## config.mk

```make
export PLATFORM = sky130hd
export DESIGN_NAME = plp_cell
export DESIGN_NICKNAME = d
export VERILOG_FILES = /design/src/design/plp_pkg.sv /design/src/design/plp_cell.sv
export SDC_FILE = /design/constraint.sdc
export NUM_CORES = 1
export LEC_CHECK = 0
export BUFFER_PORTS_ARGS = -buffer_cell sky130_fd_sc_hd__buf_2
export CORE_MARGIN = 4
export CORE_UTILIZATION = 40
export CTS_CLUSTER_SIZE = 14
export DETAILED_ROUTE_END_ITERATION = 16
export PLACE_DENSITY = 0.81
export SETUP_SLACK_MARGIN = 0.1
export SLEW_MARGIN = 20
export SYNTH_ARGS = -nofsm -noshare
export SYNTH_HDL_FRONTEND = slang
export SYNTH_SLANG_ARGS = --single-unit
```

## constraint.sdc

```tcl
create_clock -name clk -period 2.93 [get_ports clk]
set_clock_uncertainty 0.05 [all_clocks]
set_input_delay 0.293 -clock clk [delete_from_list [all_inputs] [get_ports clk]]
set_output_delay 0.293 -clock clk [all_outputs]
set_load 0.1 [all_outputs]
```

## src/design/plp_pkg.sv

```systemverilog
// Package for the positional list: capacity, field widths, status codes
// and the control struct that the top level hands to every storage cell.
// No dependencies.
package plp_pkg;

  localparam int CAPACITY = 64;
  localparam int DATA_W   = 32;
  localparam int POS_W    = 8;
  localparam int CNT_W    = $clog2(CAPACITY + 1);

  typedef enum logic [1:0] {
    ST_OK    = 2'd0,
    ST_RANGE = 2'd1,
    ST_FULL  = 2'd2
  } status_t;

  localparam logic CMD_INSERT = 1'b0;
  localparam logic CMD_DELETE = 1'b1;

  typedef struct packed {
    logic             ins;
    logic             del;
    logic [POS_W-1:0] pidx;
  } plp_ctrl_t;

endpackage

```

## src/design/plp_cell.sv

```systemverilog
// One storage cell of the positional list row.
// Depends on plp_pkg for widths and the control struct.
module plp_cell import plp_pkg::*; (
  input  logic                     clk,
  input  logic [POS_W-1:0]         idx,
  input  plp_ctrl_t                ctrl,
  input  logic signed [DATA_W-1:0] ins_value,
  input  logic signed [DATA_W-1:0] lo_value,
  input  logic signed [DATA_W-1:0] hi_value,
  output logic signed [DATA_W-1:0] q,
  output logic                     sel
);

  logic signed [DATA_W-1:0] value_r;
  logic signed [DATA_W-1:0] value_nxt;

  assign sel = (idx == ctrl.pidx);
  assign q   = value_r;

  always_comb begin
    value_nxt = value_r;
    if (ctrl.ins) begin
      if (idx == ctrl.pidx) begin
        value_nxt = ins_value;
      end else if (idx > ctrl.pidx) begin
        value_nxt = lo_value;
      end
    end else if (ctrl.del) begin
      if (idx >= ctrl.pidx) begin
        value_nxt = hi_value;
      end
    end
  end

  always_ff @(posedge clk) begin
    value_r <= value_nxt;
  end

endmodule

```

==> impl_metrics.toml, run 1 <==
[yosys]
ys_seq_area_share_pct = 50.3
synth_area_per_cell_um2 = 11.4
ys_ff_latch = 32
yosys-top-cells-area = "edfxtp_1, mux2i_1, a21oi_1, nor2_1, ha_1"
synth_top_area_share_pct = 50.3
syn-num-nets = 290
synth_warnings = 0
yosys.area.top_type = "edfxtp_1"
synth_cell_type_count = 19
syn_area_um2 = 1910
syn_inst = 167

[setup_path]
critPathArrivalTime_ns = 1.51
cp-startpoint = "idx[7]"
worstSetupEndpointType = "output pin"
cp.buffers_inverters = 3
worstSetupStartpointType = "input pin"
cp_top_family = "buffers and inverters"
timing_worst_setup_path_type = "input pin to output pin"
crit_path_max_incr_delay_ns = 0.32
crit_fanout = 16
cp_data_required_time_ns = 2.59
cp_slowest_cell = "ha_1"
crit_chain = "buf_2 > ha_1 > nand4_2 > nor2_4 > buf_4 > buf_12"

[grt]
grt_max_degree = 42
grt.total_usage_pct = 16.2
grt_pass1_wl_mm = 7.70
grt_pass1_vias = 1759
antenna_found_initial = 0
grt_overflow = 0

[sta]
tns_ns = 0
layout_worst_path_cycle_share_pct = 63.4
finalCriticalPeriod_ns = 1.86
slew_viol_final = 0
tightest_slew_ns = 0.501
rsz0062_at_grt = "false"
hold_viol = 0
max_slew_margin_pct = 66.8
setup_viol = 0
max_freq_mhz = 539

[clocking]
post_cts_buffers = 0
cts_made_buffers = 5
cts_tree = "done"
h-tree-depth = 2
cts_num_sinks = 32
clkTransAtPathRegs_ns = 0.06
cts_resized = 0
cts_root_buf = "clkbuf_8"
clk_path_buf_depth = 2
hold_buffers = 0

[worst_hold_path]
hp-start = "hi_value[10]"
worstHoldPathType = "input pin to flip-flop"

[die]
die_y_um = 77.1
io_pins = 148
rows = 24
core_um2 = 4470
dieArea_um2 = 5950
start_util_pct = 42.7
die_w_um = 77.1

[placement]
place.detailed.hpwl_mm = 4.04
port_buffers = 147
gp_congestion = 0.736
place_inst = 361

[finish]
regArea_um2 = 961
final_cells = 369
largest_reg_flops = 32
fillers = 396
multi_input_area_um2 = 796
drive_gt1_share_pct = 51.1
n_antenna_cell = 0
final_nets = 439
area_growth_pct = 42.4

[status]
outcome = "completed"

[route]
dr_total_vias = 1746
detail-route-antenna-nets = 0
drtIter0Drc = 57
drtPass1Iterations = 4
wl_mm = 4.79
viasPerCell = 4.73
route.detailed.drc = 0
wl_per_cell_um = 13.0

[power_and_ir_drop]
vdd.ir_drop.worst_mv = 0.300
power.leakage_nw = 1.26
power.density_nw_per_um2 = 601

[flow_run]
max_cap_viol_count = 0
-- cell families after synthesis --
group                      after synthesis  synth area share (%)
buffers and inverters                   18                  8.12
muxes                                   32                  16.8
DFF                                     32                  50.3
adders and majority gates                8                  5.24
and+or+nand+nor                         39                  9.16
AOI/OAI and AO/OA                       38                  10.5
-- area by class of cell --
cell class	count	share of cell area [%]
clock inverters	3	0.506
inverters	8	1.10
flip-flops and latches	32	35.3
multi-input cells	117	29.2
well taps	52	2.39
clock buffers	5	2.53
repair buffers	152	29.0
-- per-stage QoR --
step	setup slack (ns)	util, %	power (mW)	instance area, um2	hold WS [ns]
after global routing	0.979	60.9	1.72	2720	0.280
after detailed placement	0.881	59.0	1.34	2640	0.565
after CTS	1.06	60.9	1.65	2720	0.278
after floorplan	0.728	-	1.18	1910	0.468
final	1.07	60.9	1.64	2720	0.289
after global placement	0.909	59.0	1.33	2640	0.561
-- power breakdown --
part	internal, mW	switching, mW	total [mW]
Combinational	0.137	0.587	0.724
Sequential	0.584	0.0138	0.598
Clock	0.161	0.152	0.313
Total	0.882	0.753	1.64
-- tightest hold or removal path, cell delays in order --
cell and delay [ns]:
buf_2 0.07, nor2_1 0.03, a21oi_1 0.10
-- per-layer routing --
metal | GRT usage [%] | part of all wire (%) | up-vias
li1 | - | - | 905
met1 | 16.3 | 34 | 751
met2 | 30.2 | 52 | 86
met3 | 7.14 | 12 | 4
met4 | 4.27 | 0.90 | 0
met5 | 0 | 0 | -
-- placed cells by master (no fill, tap or decap) --
cell and instances:
a2111oi_0 1, a21oi_1 34, buf_12 1, buf_2 146, buf_4 5, clkbuf_8 5, clkinv_1 1, clkinv_2 2
edfxtp_1 32, ha_1 8, inv_1 8, mux2i_1 32, nand2_1 1, nand2b_1 1, nand4_2 2, nor2_1 33
nor2_4 1, nor3_1 1, o21a_1 1, o21ai_0 1, o22a_1 1
-- worst paths after layout --
check / endpoint / slack, ns / depth (start not counted)
setup / recovery: sel / 1.07 / 6
hold / removal: q[10]$_DFFE_PP_ / 0.29 / 3
-- cell usage after synthesis --
cell            instances
nand2_1                 1
dlymetal6s2s_1          1
nand2b_1                1
nor2_4                  1
nand4_2                 2
edfxtp_1               32
ha_1                    8
a2111oi_0               1
clkbuf_1                3
o22a_1                  1
nor2_1                 33
buf_12                  3
o21a_1                  1
a21oi_1                34
inv_1                   8
clkbuf_8                3
o21ai_0                 1
mux2i_1                32
nor3_1                  1
Power figures use the tool's default switching activity.
==> run 2: changes to the inputs <==
==> constraint.sdc (replaced) <==
create_clock -name clk -period 1.9 [get_ports clk]
set_clock_uncertainty 0.05 [all_clocks]
set_input_delay 0.19 -clock clk [delete_from_list [all_inputs] [get_ports clk]]
set_output_delay 0.19 -clock clk [all_outputs]
set_load 0.1 [all_outputs]
==> run 2 against run 1 <==
  * Die area stayed put
  * Final area rose by 2.0%
  * Clock-buffer cell count grew 2
  * Worst hold slack got worse by 0.11 ns
  * Sequential cell count did not move
  * Via count grew 1.8%
  * Critical path depth is 1 higher
  * Sequential power up 54%
  * Setup slack lost 0.87 ns
  * Critical path type is now input pin to flip-flop
  * Critical endpoint is now q[22]$_DFFE_PP_
  * Largest cell class unchanged
  * Largest power group unchanged
==> impl_metrics.toml, run 2 (same netlist as run 1, synthesis figures left out) <==
[power_and_ir_drop]
p_seq_share_pct = 36.5
power.density_nw_per_um2 = 910
switchingPower_mw = 1.15
total_power_mw = 2.53
p_int_mw = 1.37
p_comb_share_pct = 44.7
p_clk_share_pct = 18.8
vdd.ir_drop.worst_mv = 0.508
power.leakage_nw = 1.26
p_sw_share_pct = 45.6

[setup_path]
worstSetupEndpointType = "flip-flop"
timing_worst_setup_path_type = "input pin to flip-flop"
critPathArrivalTime_ns = 1.65
crit_fanout = 16
crit_chain = "buf_2 > inv_1 > ha_1 > nand2b_1 > a2111oi_0 > nor3_1 > o22a_4"
crit_path_max_incr_delay_ns = 0.41
cp_data_required_time_ns = 1.85
worstSetupStartpointType = "input pin"
cp_slowest_cell = "a2111oi_0"

[clocking]
cts_tree = "done"
hold_buffers = 0
cts_root_buf = "clkbuf_8"
post_cts_buffers = 0
cts_made_buffers = 5
h-tree-depth = 2
clk_path_buf_depth = 2
clkTransAtPathRegs_ns = 0.06
cts_num_sinks = 32

[finish]
final_cells = 369
fillers = 387
final_nets = 439
drive_gt1_share_pct = 50.8
final_cell_mix = "buf_2, a21oi_1, nor2_1"
largest_reg_flops = 32
area_growth_pct = 45.2
design_area_um2 = 2780
final_common_cell = "buf_2"
n_antenna_cell = 0

[sta]
tightest_slew_ns = 0.501
rsz0062_at_grt = "false"
max_freq_mhz = 588
hold_ws_ns = 0.183
setup_viol = 0
hold_viol = 0
max_slew_margin_pct = 66.2
finalCriticalPeriod_ns = 1.70
slew_viol_final = 0
layout_worst_path_cycle_share_pct = 89.5

[route]
wl_mm = 4.93
dr_total_vias = 1777
drtPass1Iterations = 4
wl_per_cell_um = 13.3
viasPerCell = 4.82
route.detailed.drc = 0
drtIter0Drc = 55
detail-route-antenna-nets = 0

[flow_run]
max_cap_viol_count = 0

[die]
io_pins = 148
die_y_um = 77.1
start_util_pct = 42.7
dieArea_um2 = 5950
core_um2 = 4470
die_w_um = 77.1
rows = 24

[grt]
grt_overflow = 0
grt_max_degree = 65
grt_pass1_wl_mm = 7.53
grt_pass1_vias = 1774
antenna_found_initial = 0
grt.total_usage_pct = 15.8

[placement]
port_buffers = 147
place_inst = 360
gp_congestion = 0.724
place.detailed.hpwl_mm = 3.80
dpl_cell_area_um2 = 2680

[status]
outcome = "completed"

[worst_hold_path]
worstHoldPathType = "input pin to flip-flop"
==> run 2: cell count changes in the layout (fill, tap and decap cells not counted) <==
| cell | before | now |
|---|---|---|
| buf_12 | 1 | 4 |
| buf_4 | 5 | 1 |
| clkbuf_1 | 0 | 2 |
| clkinv_2 | 2 | 0 |
| o22a_1 | 1 | 0 |
| o22a_4 | 0 | 2 |
==> run 2: area by class of cell <==
class / instances / area [um2] / area share, %
Sequential cell: 32 / 961 / 34.6
Multi-Input combinational cell: 118 / 822 / 29.6
Timing Repair Buffer: 151 / 818 / 29.5
Clock buffer: 7 / 76.3 / 2.75
Tap cell: 52 / 65.1 / 2.34
Inverter: 8 / 30.0 / 1.08
Clock inverter: 1 / 3.75 / 0.135
==> run 2: path summary, 6_finish.rpt <==
check	slack (ns)	to	depth (start not counted)	startpoint
worst min-delay path	0.18	q[27]$_DFFE_PP_	3	hi_value[27]
worst max-delay path	0.20	q[22]$_DFFE_PP_	7	idx[0]
==> run 2: power groups by stage <==
stage	sequential (mW)	combinational, mW	clock (mW)
final	0.923	1.13	0.475
after global routing	0.933	1.18	0.534
after CTS	0.924	1.13	0.502
after detailed placement	0.937	1.13	0
after global placement	0.932	1.11	0
after floorplan	1.67	0.153	0
==> run 2: timing repair <==
action	CTS	global route
endpoints found under the hold margin	0	0
gates resized for setup	0	1
endpoints found under the setup margin	0	31
==> run 2: per-layer routing <==
metal | up-vias | global-route usage, % | routed length, um
met4 | 0 | 3.74 | 28
li1 | 909 | - | -
met1 | 778 | 14.6 | 1730
met3 | 2 | 7.03 | 546
met2 | 88 | 31.0 | 2630
met5 | - | 0 | 0
==> run 2: per-stage QoR <==
stage	setup TNS (ns)	util (%)	setup slack, ns
5_1_grt	0	62.1	0.102
4_1_cts	0	61.7	0.197
3_5_place_dp	-2.64	59.9	-0.0839
6_report	0	62.1	0.199
2_1_floorplan	0	-	0.135
3_3_place_gp	-1.53	59.9	-0.0493
==> run 2: critical path: cells and delay by family <==
family	cells	cell delay (ns)
and+or+nand+nor	2	0.31
adders and majority gates	1	0.29
buffers and inverters	2	0.11
AOI/OAI and AO/OA	2	0.73
==> run 3: changes to the inputs <==
--- a/config.mk
+++ b/config.mk
@@ -7,10 +7,12 @@
 export LEC_CHECK = 0
 export BUFFER_PORTS_ARGS = -buffer_cell sky130_fd_sc_hd__buf_2
 export CORE_MARGIN = 4
-export CORE_UTILIZATION = 40
+export CORE_UTILIZATION = 41
+export CTS_BUF_LIST = sky130_fd_sc_hd__clkbuf_4
 export CTS_CLUSTER_SIZE = 14
 export DETAILED_ROUTE_END_ITERATION = 16
-export PLACE_DENSITY = 0.81
+export HOLD_SLACK_MARGIN = 0.1
+export PLACE_DENSITY = 0.83
 export SETUP_SLACK_MARGIN = 0.1
 export SLEW_MARGIN = 20
 export SYNTH_ARGS = -nofsm -noshare
==> run 3 against run 2 <==
  * Clock-buffer cell count shrank 1
  * Via count shrank 1.6%
  * Clock power shrank 22%
  * Sequential share of layout area grew 0.67 points
  * Total power shrank 4.7%
  * Die area shrank 2.2%
  * Sequential power shrank 0.5%
  * Critical path depth is the same
  * Routed wire length shrank 3.2%
  * Fmax grew 1.2%
  * Critical path type unchanged
  * Largest power group unchanged
==> impl_metrics.toml, run 3 (same netlist as run 1, synthesis figures left out) <==
[clocking]
cts_made_buffers = 5
clkTransAtPathRegs_ns = 0.10
cts_resized = 0
post_cts_buffers = 0
clk_path_buf_depth = 2
hold_buffers = 0
cts_root_buf = "clkbuf_4"
cts_num_sinks = 32
h-tree-depth = 2
cts_tree = "done"

[setup_path]
critPathArrivalTime_ns = 1.65
crit_chain = "buf_2 > inv_1 > ha_1 > nand2b_1 > a2111oi_0 > nor3_1 > o22a_4"
worstSetupEndpointType = "flip-flop"
cp_slowest_cell = "a2111oi_0"
cp_top_family = "compound AO/OA/AOI/OAI gates"
crit_path_max_incr_delay_ns = 0.43
cp-startpoint = "idx[0]"
worstSetupStartpointType = "input pin"
timing_worst_setup_path_type = "input pin to flip-flop"
cp_data_required_time_ns = 1.87
cp.buffers_inverters = 2
crit_fanout = 32

[sta]
tightest_slew_ns = 0.498
slew_viol_final = 0
max_freq_mhz = 595
finalCriticalPeriod_ns = 1.68
tns_ns = 0
max_slew_margin_pct = 67.0
hold_viol = 0
hold_ws_ns = 0.131
setup_viol = 0
rsz0062_at_grt = "false"
layout_worst_path_cycle_share_pct = 88.5

[flow_run]
max_cap_viol_count = 0

[grt]
grt_max_degree = 35
grt_overflow = 0
grt.total_usage_pct = 15.9
grt.met2_usage_pct = 29.3
grt_pass1_wl_mm = 7.40
grtUsageMet3_pct = 7.68
grt_pass1_vias = 1674
grt-busiest-layer = "met2"
grtUsageMet1_pct = 15.5
antenna_found_initial = 0

[finish]
area_growth_pct = 42.5
final_nets = 439
fin_util_pct = 61.3
final_cell_mix = "buf_2, a21oi_1, nor2_1"
drive_gt1_share_pct = 51.6
largest_reg_flops = 32
design_area_um2 = 2720
n_antenna_cell = 0
final_common_cell = "buf_2"
fillers = 390

[route]
wl_mm = 4.77
dr_total_vias = 1749
detail-route-antenna-nets = 0
route.detailed.drc = 0
drtPass1Iterations = 4
viasPerCell = 4.75
wl_per_cell_um = 13.0
drtIter0Drc = 44

[power_and_ir_drop]
power.leakage_nw = 1.25
power.density_nw_per_um2 = 884
vdd.ir_drop.worst_mv = 0.340
total_power_mw = 2.41

[die]
core_um2 = 4440
io_pins = 148
die_y_um = 76.3
dieArea_um2 = 5820
die_w_um = 76.3
rows = 24
start_util_pct = 43.0

[worst_hold_path]
worstHoldPathType = "input pin to flip-flop"
hp-start = "hi_value[2]"

[placement]
dpl_cell_area_um2 = 2670
port_buffers = 147
gp_congestion = 0.760

[status]
outcome = "completed"
[run 3: cell types whose count changed in the layout (fill, tap and decap cells not counted), sizes merged]
cell | before | now
o22a | 2 | 1
buf | 151 | 152
clkbuf | 7 | 6
[run 3: tightest hold or removal path: stages]
cell,delay [ns]
buf_2,0.08
nor2_1,0.03
a21oi_1,0.09
[run 3: cell type report]
| type | count | area (um2) | share of cell area (%) |
|---|---|---|---|
| Inverter | 8 | 30.0 | 1.10 |
| Clock inverter | 1 | 5.00 | 0.184 |
| Tap cell | 52 | 65.1 | 2.39 |
| Sequential cell | 32 | 961 | 35.3 |
| Multi-Input combinational cell | 117 | 805 | 29.5 |
| Timing Repair Buffer | 152 | 813 | 29.9 |
| Clock buffer | 6 | 45.0 | 1.65 |
[run 3: routing by layer]
layer	wire length [um]	share of wire, %
met4	39	0.82
met1	1750	37
met2	2430	51
met5	0	0
met3	554	12
[run 3: power by group]
group,internal (mW),total (mW),switching [mW],leakage (nW)
logic,0.213,1.12,0.906,0.909
registers,0.899,0.918,0.0194,0.308
clock network,0.151,0.370,0.219,0.0315
[run 3: stage by stage]
| stage | setup slack, ns | instances |
|---|---|---|
| floorplan | 0.135 | 167 |
| global placement | -0.0589 | 361 |
| detailed placement | -0.0974 | 361 |
| CTS | 0.241 | 368 |
| global route | 0.174 | 368 |
| finish | 0.219 | 368 |
[run 3: final timing paths]
check         endpoint  depth (start not counted)
max    q[21]$_DFFE_PP_                          7
min     q[2]$_DFFE_PP_                          3
